--- config.mk ---
export PLATFORM = sky130hd
export DESIGN_NAME = name_match_tier_classifier_core
export DESIGN_NICKNAME = d
export VERILOG_FILES = /design/src/rtl/core/nmtc_pkg.sv /design/src/rtl/core/nmtc_cell.sv /design/src/rtl/core/nmtc_chain.sv /design/src/rtl/core/name_match_tier_classifier_core.sv
export SDC_FILE = /design/constraint.sdc
export NUM_CORES = 2
export LEC_CHECK = 0
export BUFFER_PORTS_ARGS = -buffer_cell sky130_fd_sc_hd__clkbuf_2
export CAP_MARGIN = 10
export CELL_PAD_IN_SITES_DETAIL_PLACEMENT = 1
export CELL_PAD_IN_SITES_GLOBAL_PLACEMENT = 1
export CORE_ASPECT_RATIO = 1.4
export CORE_UTILIZATION = 45
export CTS_CLUSTER_SIZE = 10
export DETAILED_ROUTE_END_ITERATION = 16
export HOLD_SLACK_MARGIN = 0.02
export PLACE_DENSITY_LB_ADDON = 0.2
export SLEW_MARGIN = 0
export SYNTH_ARGS = -nofsm -noshare
export SYNTH_HDL_FRONTEND = slang
export SYNTH_SLANG_ARGS = --single-unit
--- constraint.sdc ---
create_clock -name clk -period 3.75 [get_ports clk]
set_clock_uncertainty 0.05 [all_clocks]
set_input_delay 0.375 -clock clk [delete_from_list [all_inputs] [get_ports clk]]
set_output_delay 0.375 -clock clk [all_outputs]
set_load 0.02 [all_outputs]
--- src/rtl/core/nmtc_pkg.sv ---
// ----------------------------------------------------------------------------
// nmtc_pkg: shared types and constants for the name match tier classifier
// Request and tier codes, character constants and the control and hit
// bundles that travel between the top level and the cell chain.
// ----------------------------------------------------------------------------
package nmtc_pkg;

  // Default sizes
  localparam int QUERY_MAX_DEF = 64;
  localparam int CHAR_BITS_DEF = 16;

  // Field widths fixed by the interface
  localparam int REQ_W  = 2;
  localparam int TIER_W = 3;
  localparam int STEM_W = 10;

  localparam logic [STEM_W-1:0] STEM_MAX = '1;

  // Request codes
  localparam logic [REQ_W-1:0] REQ_CLEAR  = 2'd0;
  localparam logic [REQ_W-1:0] REQ_APPEND = 2'd1;
  localparam logic [REQ_W-1:0] REQ_NAME   = 2'd2;
  localparam logic [REQ_W-1:0] REQ_END    = 2'd3;

  // Tier codes
  localparam logic [TIER_W-1:0] TIER_NONE      = 3'd0;
  localparam logic [TIER_W-1:0] TIER_SUBSTRING = 3'd1;
  localparam logic [TIER_W-1:0] TIER_WORD      = 3'd2;
  localparam logic [TIER_W-1:0] TIER_PREFIX    = 3'd3;
  localparam logic [TIER_W-1:0] TIER_EXACT     = 3'd4;

  // Characters
  localparam logic [7:0] CH_UPPER_A = 8'h41;
  localparam logic [7:0] CH_UPPER_Z = 8'h5A;
  localparam logic [7:0] CH_DOT     = 8'h2E;
  localparam logic [7:0] CH_SPACE   = 8'h20;
  localparam logic [7:0] CH_DASH    = 8'h2D;
  localparam logic [7:0] CH_UNDER   = 8'h5F;
  localparam logic [7:0] CH_PLUS    = 8'h2B;
  localparam logic [7:0] CASE_DELTA = 8'h20;

  // Per-word controls broadcast to every cell, already qualified by accept
  typedef struct packed {
    logic clear_query;
    logic name_reset;
    logic append;
    logic name_char;
  } nmtc_ctrl_t;

  // Per-cell or reduced hit flags for the current name character
  typedef struct packed {
    logic sub_hit;
    logic wp_hit;
    logic kill;
  } nmtc_hit_t;

endpackage

--- src/rtl/core/nmtc_cell.sv ---
// ----------------------------------------------------------------------------
// nmtc_cell: one query position of the match chain
// Holds one folded query character, its occupied bit, the substring and
// word prefix match bits and the prefix position token.
// ----------------------------------------------------------------------------
module nmtc_cell
  import nmtc_pkg::*;
#(
  parameter int  CHAR_BITS = CHAR_BITS_DEF,
  parameter bit  FIRST     = 1'b0
) (
  input  logic                 clk,
  input  logic                 rst,
  input  nmtc_ctrl_t           ctrl,
  input  logic [CHAR_BITS-1:0] ch_fold,
  input  logic                 prev_active,
  input  logic                 next_active,
  input  logic                 prev_sub,
  input  logic                 prev_wp,
  input  logic                 prev_token,
  output logic                 active,
  output logic                 sub,
  output logic                 wp,
  output logic                 token,
  output nmtc_hit_t            hit
);

  logic [CHAR_BITS-1:0] qch;
  logic                 match;
  logic                 sub_next;
  logic                 wp_next;
  logic                 last;

  // Compare this position against the incoming character
  assign match    = active && (qch == ch_fold);
  assign sub_next = prev_sub && match;
  assign wp_next  = prev_wp && match;
  assign last     = active && !next_active;

  assign hit.sub_hit = sub_next && last;
  assign hit.wp_hit  = wp_next && last;
  assign hit.kill    = token && active && !match;

  // Capture the query character at the first free position
  always_ff @(posedge clk) begin
    if (ctrl.append && !active && prev_active) begin
      qch <= ch_fold;
    end
  end

  // Advance occupancy and match state
  always_ff @(posedge clk) begin
    if (rst) begin
      active <= 1'b0;
      sub    <= 1'b0;
      wp     <= 1'b0;
      token  <= FIRST;
    end else begin
      if (ctrl.clear_query) begin
        active <= 1'b0;
      end else if (ctrl.append) begin
        active <= active || prev_active;
      end
      if (ctrl.name_reset) begin
        sub   <= 1'b0;
        wp    <= 1'b0;
        token <= FIRST;
      end else if (ctrl.name_char) begin
        sub   <= sub_next;
        wp    <= wp_next;
        token <= prev_token;
      end
    end
  end

endmodule

--- src/rtl/core/nmtc_chain.sv ---
// ----------------------------------------------------------------------------
// nmtc_chain: row of query cells
// Links the cells neighbor to neighbor and folds their hit flags into one
// set for the current name character.
// ----------------------------------------------------------------------------
module nmtc_chain
  import nmtc_pkg::*;
#(
  parameter int QUERY_MAX = QUERY_MAX_DEF,
  parameter int CHAR_BITS = CHAR_BITS_DEF
) (
  input  logic                 clk,
  input  logic                 rst,
  input  nmtc_ctrl_t           ctrl,
  input  logic [CHAR_BITS-1:0] ch_fold,
  input  logic                 after_break,
  output logic                 full,
  output nmtc_hit_t            hit
);

  logic [QUERY_MAX-1:0] active;
  logic [QUERY_MAX-1:0] sub;
  logic [QUERY_MAX-1:0] wp;
  logic [QUERY_MAX-1:0] token;
  logic [QUERY_MAX-1:0] sub_hit;
  logic [QUERY_MAX-1:0] wp_hit;
  logic [QUERY_MAX-1:0] kill;

  // Build the row; the first cell takes the injected run starts
  for (genvar k = 0; k < QUERY_MAX; k++) begin : g_cell
    logic      p_active;
    logic      n_active;
    logic      p_sub;
    logic      p_wp;
    logic      p_token;
    nmtc_hit_t h;

    if (k == 0) begin : g_head
      assign p_active = 1'b1;
      assign p_sub    = 1'b1;
      assign p_wp     = after_break;
      assign p_token  = 1'b0;
    end else begin : g_body
      assign p_active = active[k-1];
      assign p_sub    = sub[k-1];
      assign p_wp     = wp[k-1];
      assign p_token  = token[k-1];
    end

    if (k == QUERY_MAX - 1) begin : g_tail
      assign n_active = 1'b0;
    end else begin : g_mid
      assign n_active = active[k+1];
    end

    nmtc_cell #(
      .CHAR_BITS (CHAR_BITS),
      .FIRST     (k == 0)
    ) u_cell (
      .clk         (clk),
      .rst         (rst),
      .ctrl        (ctrl),
      .ch_fold     (ch_fold),
      .prev_active (p_active),
      .next_active (n_active),
      .prev_sub    (p_sub),
      .prev_wp     (p_wp),
      .prev_token  (p_token),
      .active      (active[k]),
      .sub         (sub[k]),
      .wp          (wp[k]),
      .token       (token[k]),
      .hit         (h)
    );

    assign sub_hit[k] = h.sub_hit;
    assign wp_hit[k]  = h.wp_hit;
    assign kill[k]    = h.kill;
  end

  // Reduce the hit flags across the row
  assign hit.sub_hit = |sub_hit;
  assign hit.wp_hit  = |wp_hit;
  assign hit.kill    = |kill;
  assign full        = active[QUERY_MAX-1];

endmodule

--- src/rtl/core/name_match_tier_classifier_core.sv ---
// ----------------------------------------------------------------------------
// name_match_tier_classifier_core: query loader and name match classifier
// Loads a query, streams file names and reports the best match tier and the
// stem length at the end of each name.
//
//   channel  | signals                                  | dir
//   ---------+------------------------------------------+-----
//   request  | in_valid, in_ready, req_type, ch         | in
//   result   | out_valid, out_ready, tier, stem_chars,  | out
//            | query_truncated                          |
//
// The cell row updates all query positions in parallel, so one word is
// accepted per cycle whenever in_ready is high.
// An end-of-name word produces its result in the output register on the
// next cycle; other words produce nothing.
// A held result stalls the request side only while out_ready is low.
// Reset empties the query and clears all name state; no clearing pass.
// ----------------------------------------------------------------------------
module name_match_tier_classifier_core
  import nmtc_pkg::*;
#(
  parameter int QUERY_MAX = QUERY_MAX_DEF,
  parameter int CHAR_BITS = CHAR_BITS_DEF
) (
  input  logic                 clk,
  input  logic                 rst,
  input  logic                 in_valid,
  output logic                 in_ready,
  input  logic [REQ_W-1:0]     req_type,
  input  logic [CHAR_BITS-1:0] ch,
  output logic                 out_valid,
  input  logic                 out_ready,
  output logic [TIER_W-1:0]    tier,
  output logic [STEM_W-1:0]    stem_chars,
  output logic                 query_truncated
);

  localparam int LEN_W = $clog2(QUERY_MAX + 1);
  localparam int POS_W = $clog2(QUERY_MAX + 2);
  localparam logic [LEN_W-1:0] LEN_MAX = LEN_W'(QUERY_MAX);
  localparam logic [POS_W-1:0] POS_SAT = POS_W'(QUERY_MAX + 1);

  logic                 accept;
  logic                 is_clear;
  logic                 is_append;
  logic                 is_name;
  logic                 is_end;
  logic [CHAR_BITS-1:0] ch_fold;
  logic                 is_upper;
  logic                 is_brk;
  logic                 is_dot;
  nmtc_ctrl_t           ctrl;
  nmtc_hit_t            hit;
  logic                 full;

  logic [LEN_W-1:0]     qlen;
  logic                 truncated;
  logic [POS_W-1:0]     pos;
  logic                 alive;
  logic                 alive_next;
  logic [1:0]           found;
  logic                 stem_match;
  logic                 dot_seen;
  logic [STEM_W-1:0]    stem;
  logic                 after_break;
  logic [TIER_W-1:0]    tier_next;
  logic [POS_W-1:0]     qlen_ext;

  // Handshake: take a word whenever the output register can move
  assign in_ready = !out_valid || out_ready;
  assign accept   = in_valid && in_ready;

  // Decode the request
  always_comb begin
    is_clear  = 1'b0;
    is_append = 1'b0;
    is_name   = 1'b0;
    is_end    = 1'b0;
    unique case (req_type)
      REQ_CLEAR:  is_clear  = 1'b1;
      REQ_APPEND: is_append = 1'b1;
      REQ_NAME:   is_name   = 1'b1;
      REQ_END:    is_end    = 1'b1;
      default:    is_clear  = 1'b0;
    endcase
  end

  // Fold ASCII upper case and classify the character
  assign is_upper = (ch >= CHAR_BITS'(CH_UPPER_A)) && (ch <= CHAR_BITS'(CH_UPPER_Z));
  assign ch_fold  = is_upper ? ch + CHAR_BITS'(CASE_DELTA) : ch;
  assign is_dot   = (ch == CHAR_BITS'(CH_DOT));
  assign is_brk   = is_dot || (ch == CHAR_BITS'(CH_SPACE)) || (ch == CHAR_BITS'(CH_DASH))
                 || (ch == CHAR_BITS'(CH_UNDER)) || (ch == CHAR_BITS'(CH_PLUS));

  assign ctrl.clear_query = accept && is_clear;
  assign ctrl.append      = accept && is_append;
  assign ctrl.name_char   = accept && is_name;
  assign ctrl.name_reset  = accept && (is_clear || is_append || is_end);

  nmtc_chain #(
    .QUERY_MAX (QUERY_MAX),
    .CHAR_BITS (CHAR_BITS)
  ) u_chain (
    .clk         (clk),
    .rst         (rst),
    .ctrl        (ctrl),
    .ch_fold     (ch_fold),
    .after_break (after_break),
    .full        (full),
    .hit         (hit)
  );

  assign qlen_ext   = POS_W'(qlen);
  assign alive_next = alive && !hit.kill;

  // Pick the best tier for the name that ends now
  always_comb begin
    tier_next = TIER_NONE;
    if (qlen != '0) begin
      if ((alive && pos == qlen_ext) || stem_match) begin
        tier_next = TIER_EXACT;
      end else if (alive && pos >= qlen_ext) begin
        tier_next = TIER_PREFIX;
      end else if (found[1]) begin
        tier_next = TIER_WORD;
      end else if (found[0]) begin
        tier_next = TIER_SUBSTRING;
      end
    end
  end

  // Query length and truncation
  always_ff @(posedge clk) begin
    if (rst) begin
      qlen      <= '0;
      truncated <= 1'b0;
    end else if (ctrl.clear_query) begin
      qlen      <= '0;
      truncated <= 1'b0;
    end else if (ctrl.append) begin
      if (full || qlen == LEN_MAX) begin
        truncated <= 1'b1;
      end else begin
        qlen <= qlen + LEN_W'(1);
      end
    end
  end

  // Name state: position, prefix, stem and break tracking
  always_ff @(posedge clk) begin
    if (rst || ctrl.name_reset) begin
      pos         <= '0;
      alive       <= 1'b1;
      found       <= 2'b00;
      stem_match  <= 1'b0;
      dot_seen    <= 1'b0;
      stem        <= '0;
      after_break <= 1'b0;
    end else if (ctrl.name_char) begin
      alive <= alive_next;
      if (pos != POS_SAT) begin
        pos <= pos + POS_W'(1);
      end
      if (!dot_seen) begin
        if (is_dot) begin
          dot_seen   <= 1'b1;
          stem_match <= alive_next && (pos == qlen_ext);
        end else if (stem != STEM_MAX) begin
          stem <= stem + STEM_W'(1);
        end
      end
      found       <= found | {hit.wp_hit, hit.sub_hit};
      after_break <= is_brk;
    end
  end

  // Output register: load on end of name, drop when taken
  always_ff @(posedge clk) begin
    if (rst) begin
      out_valid <= 1'b0;
    end else if (accept && is_end) begin
      out_valid <= 1'b1;
    end else if (out_ready) begin
      out_valid <= 1'b0;
    end
  end

  always_ff @(posedge clk) begin
    if (accept && is_end) begin
      tier            <= tier_next;
      stem_chars      <= stem;
      query_truncated <= truncated;
    end
  end

endmodule

==> flow_summary.html <==
<table>
<tr><th>Metric</th><th>Value</th></tr>
<tr><th colspan="2">Status</th></tr>
<tr><td>Run status</td><td>finished, violations left</td></tr>
<tr><td>Violations in the final reports</td><td>negative setup slack</td></tr>
<tr><th colspan="2">Yosys</th></tr>
<tr><td>Synth warn</td><td>0</td></tr>
<tr><td>Mapped Cells</td><td>4611</td></tr>
<tr><td>Largest cells by area after synthesis</td><td>edfxtp_1 (54%), dfxtp_1 (9.8%), xnor2_1 (9.8%)</td></tr>
<tr><td>Post-Synthesis Cell Area</td><td>58200 µm²</td></tr>
<tr><td>Proportion of netlist area held by the largest area contributor</td><td>53.5%</td></tr>
<tr><td>Cell type with the highest aggregate area in the netlist</td><td>edfxtp_1</td></tr>
<tr><td>Synthesized area divided by synthesized cell count</td><td>12.6 µm²</td></tr>
<tr><td>Count of different cell masters after synthesis</td><td>87</td></tr>
<tr><td>Main flop type after synthesis</td><td>edfxtp_1</td></tr>
<tr><td>Total nets after synthesis</td><td>4646</td></tr>
<tr><td>Seq cells post-synth</td><td>1324</td></tr>
<tr><td>FFs w/ async S/R, synth</td><td>0%</td></tr>
<tr><td>Count of flip-flops with a built-in enable after synthesis</td><td>1038</td></tr>
<tr><td>Sequential-to-total area share from yosys stat</td><td>63.3%</td></tr>
<tr><th colspan="2">Timing</th></tr>
<tr><td>Final-layout setup total negative slack</td><td>-0.00887 ns</td></tr>
<tr><td>Setup violations, final</td><td>1</td></tr>
<tr><td>Post-layout minimum cycle time</td><td>3.76 ns</td></tr>
<tr><td>Number of max-slew violations in the final report</td><td>0</td></tr>
<tr><td>Period Utilization, post-route</td><td>100%</td></tr>
<tr><td>Fin worst setup slack</td><td>-0.00887 ns</td></tr>
<tr><td>Slew of the pin with the lowest slew margin</td><td>1.15 ns</td></tr>
<tr><td>Min Hold Slack</td><td>0.0584 ns</td></tr>
<tr><td>Final hold violation count</td><td>0</td></tr>
<tr><td>Worst max-slew margin expressed relative to the limit</td><td>23.0%</td></tr>
<tr><td>RSZ-0062 raised after global routing</td><td>false</td></tr>
<tr><td>Highest achievable clock rate</td><td>0.266 GHz</td></tr>
<tr><th colspan="2">Die</th></tr>
<tr><td>DIE WIDTH</td><td>306 µm</td></tr>
<tr><td>Initial Utilization</td><td>45.5%</td></tr>
<tr><td>Row Count</td><td>155</td></tr>
<tr><td>Die area</td><td>131000 µm²</td></tr>
<tr><td>Area of the core</td><td>128000 µm²</td></tr>
<tr><td>Top-Level Pins</td><td>38</td></tr>
<tr><td>Overall die height</td><td>428 µm</td></tr>
<tr><th colspan="2">Clock network</th></tr>
<tr><td>Cts bufs inserted</td><td>152</td></tr>
<tr><td>Maximum root-to-sink buffer count</td><td>3</td></tr>
<tr><td>Clock edge transition at the registers on the reported setup and hold paths</td><td>0.06 ns</td></tr>
<tr><td>H-tree levels</td><td>4</td></tr>
<tr><td>Clk Latency, worst-skew pair</td><td>0.79 ns</td></tr>
<tr><td>Number of setup buffers added after CTS</td><td>0</td></tr>
<tr><td>TritonCTS clock tree</td><td>done</td></tr>
<tr><td>Clock tree root driver cell</td><td>clkbuf_16</td></tr>
<tr><td>CTS sink cnt</td><td>1324</td></tr>
<tr><th colspan="2">Setup path</th></tr>
<tr><td>Beginning of the worst register-to-register path</td><td>u_chain.g_cell[7].u_cell.qch[7]</td></tr>
<tr><td>Top cell family by delay on the critical path</td><td>simple AND/OR/NAND/NOR gates</td></tr>
<tr><td>Capturing element type of the critical path</td><td>flip-flop</td></tr>
<tr><td>Crit. Startpoint</td><td>u_chain.g_cell[7].u_cell.qch[7]</td></tr>
<tr><td>Count of cells along the worst register-to-register path</td><td>11</td></tr>
<tr><td>Critical path type</td><td>reg -&gt; reg</td></tr>
<tr><td>Number of gates on the worst path with buffers counted</td><td>11</td></tr>
<tr><td>Critical path data arrival time</td><td>4.43 ns</td></tr>
<tr><td>Endpoint required time on the critical path</td><td>4.42 ns</td></tr>
<tr><td>Slowest Stage Delay on Critical Path</td><td>0.60 ns</td></tr>
<tr><td>Maximum fanout encountered on the critical timing path</td><td>3</td></tr>
<tr><td>Sum of buffers and inverters on the critical path</td><td>1</td></tr>
<tr><td>Startpoint type of the worst setup path</td><td>flip-flop</td></tr>
<tr><td>Crit path capture</td><td>stem_match</td></tr>
<tr><td>Most Frequent Cell on Critical Path</td><td>nand4_1</td></tr>
<tr><td>Cell Chain, Critical Path</td><td>nor3b_1 -&gt; nand4_1 -&gt; o221a_2 -&gt; or2_2 -&gt; a32o_1 -&gt; nor4_2 -&gt; nand4_1 -&gt; nor4_2 -&gt; buf_4 -&gt; nand4_1 -&gt; o22ai_1</td></tr>
<tr><td>Critical path's slowest cell</td><td>edfxtp_1</td></tr>
<tr><td>Reg2Reg Setup Slack</td><td>-0.009 ns</td></tr>
<tr><td>R2r endpoint</td><td>stem_match</td></tr>
<tr><th colspan="2">Placed design</th></tr>
<tr><td>Number of buffers inserted by port buffering</td><td>37</td></tr>
<tr><td>Post-DP HPWL</td><td>157000 µm</td></tr>
<tr><td>Post-place setup slack</td><td>-0.650 ns</td></tr>
<tr><td>Final estimated routing congestion in global placement</td><td>1.04</td></tr>
<tr><th colspan="2">Finish</th></tr>
<tr><td>Area growth from synthesis to layout</td><td>20.3%</td></tr>
<tr><td>Count of fill cells added during filler insertion</td><td>12900</td></tr>
<tr><td>Register area</td><td>36900 µm²</td></tr>
<tr><td>Area taken by multi-input logic gates</td><td>20100 µm²</td></tr>
<tr><td>Leading cell type in the layout, fill and taps excluded</td><td>edfxtp_1</td></tr>
<tr><td>Share of final-layout standard cells stronger than drive strength 1</td><td>17.5%</td></tr>
<tr><td>Nets@finish</td><td>5267</td></tr>
<tr><td>Final design utilization</td><td>54.7%</td></tr>
<tr><td>Commonest non-fill, non-tap cells in the layout</td><td>edfxtp_1 (1038), xnor2_1 (652), buf_4 (619), nor2_1 (344), xor2_1 (318)</td></tr>
<tr><th colspan="2">Global routing</th></tr>
<tr><td>Vias in the first global route</td><td>43200</td></tr>
<tr><td>Wire length of the first global-routing pass</td><td>309000 µm</td></tr>
<tr><td>Largest net degree at the start of global routing</td><td>191</td></tr>
<tr><td>Total Routing Usage GR</td><td>33.0%</td></tr>
<tr><td>Antenna violations before repair</td><td>6</td></tr>
<tr><td>Overflow left after global routing</td><td>0</td></tr>
<tr><th colspan="2">Route</th></tr>
<tr><td>Routed wire length</td><td>217000 µm</td></tr>
<tr><td>Via density per instance</td><td>5.98</td></tr>
<tr><td>Average wire per cell in the routed design</td><td>30.9 µm</td></tr>
<tr><td>Residual DRC count</td><td>0</td></tr>
<tr><td>Routed vias</td><td>41900</td></tr>
<tr><td>Number of iterations in the first detailed-routing pass</td><td>6</td></tr>
<tr><td>Remaining antenna violation count</td><td>0</td></tr>
<tr><td>Drt initial violations</td><td>3780</td></tr>
<tr><th colspan="2">Min path</th></tr>
<tr><td>Worst hold path stage count</td><td>2</td></tr>
<tr><td>Hold path startpoint</td><td>ch[14]</td></tr>
<tr><td>Hold WC Path Type</td><td>in -&gt; reg</td></tr>
<tr><th colspan="2">Pwr</th></tr>
<tr><td>Static power due to leakage</td><td>23.0 nW</td></tr>
<tr><td>Worst voltage drop across the vdd grid</td><td>0.000434 V</td></tr>
<tr><td>Power per standard cell area</td><td>454 nW/µm²</td></tr>
<tr><td>Total chip power</td><td>31.8 mW</td></tr>
<tr><th colspan="2">Flow run</th></tr>
<tr><td>Max-capacitance violation count</td><td>0</td></tr>
</table>
-- how the worst min path moves through the flow --
stage	slack [ns]	to
floorplan	0.36	query_truncated
global placement	0.38	query_truncated
detailed placement	0.38	query_truncated
CTS	0.02	u_chain.g_cell[4].u_cell.qch[14]
global route	0.04	u_chain.g_cell[4].u_cell.qch[14]
finish	0.06	u_chain.g_cell[4].u_cell.qch[14]
-- synthesized netlist by cell type (7+ instances only) --
library cell,count
a31oi_1,35
inv_1,39
xnor2_1,652
ha_1,13
a21boi_0,18
dfxtp_1,286
nand3_1,191
and2_1,25
a21oi_1,165
nor4_1,105
buf_4,11
buf_1,31
a32oi_1,11
a222oi_1,7
nor2_1,344
nand2b_1,53
a22o_1,11
o2111ai_1,8
o32ai_1,20
nor3_1,114
nor3b_1,32
and3_1,23
buf_2,80
nor4b_1,25
o21ai_0,51
clkbuf_1,138
a211oi_1,8
a22oi_1,142
or4_1,22
a21o_1,10
o22ai_1,9
xor2_1,318
or3_1,25
nand2_1,224
nand4_1,181
a2111oi_0,9
a311oi_1,9
nor2b_1,8
edfxtp_1,1038
mux2i_1,18
-- flip-flops by register name (all words and copies together) (netlist names), 2 cells and up --
register                      count
u_chain.g_cell.u_cell.token      64
tier                              3
pos                               7
stem_chars                       10
qlen                              7
u_chain.g_cell.u_cell.qch      1024
stem                             10
u_chain.g_cell.u_cell.sub        63
u_chain.g_cell.u_cell.active     64
u_chain.g_cell.u_cell.wp         63
found                             2
-- area by class of cell --
class / count / share of cell area (%)
tap: 1648 / 2.94
antenna: 2 / 0.00714
sequential: 1324 / 52.7
timing repair buffer: 731 / 8.94
inverter: 40 / 0.216
multi-input combinational: 2983 / 28.8
clock inverter: 10 / 0.180
clock buffer: 265 / 6.30
-- timing repair --
action,4_1_cts,5_1_grt
hold endpoints to repair,79,0
gates resized for setup,0,7
setup endpoints to repair,0,2
hold buffers,17,0
-- cells by family after synthesis --
kind of cell | share of synthesized area (%)
multiplexers | 0.329
adder cells (fa/ha/maj) | 0.279
buffers and inverters | 2.27
AND/OR/NAND/NOR | 12.5
XOR/XNOR | 14.6
AO/OA/AOI/OAI | 6.72
flip-flops | 63.3
-- power breakdown --
group | switching [mW] | internal, mW | total (mW)
clock network | 5.92 | 8.02 | 13.9
logic | 1.32 | 0.751 | 2.07
registers | 0.0103 | 15.8 | 15.8
total | 7.25 | 24.6 | 31.8
-- metrics by stage --
stage	std cells	area [µm²]
after floorplan	4611	58200
after global placement	6709	65300
after detailed placement	6709	65300
after CTS	7001	70000
after global routing	7003	70100
final	7003	70100
-- layer usage --
metal	GRT usage, %	vias to the layer above	part of all wire, %
met5	0	-	0.016
met4	21.7	6	7.4
met3	4.56	515	5.0
met2	56.2	1468	49
met1	39.2	21700	39
li1	-	18200	-
No activity file was read; power rests on OpenSTA's default activity.
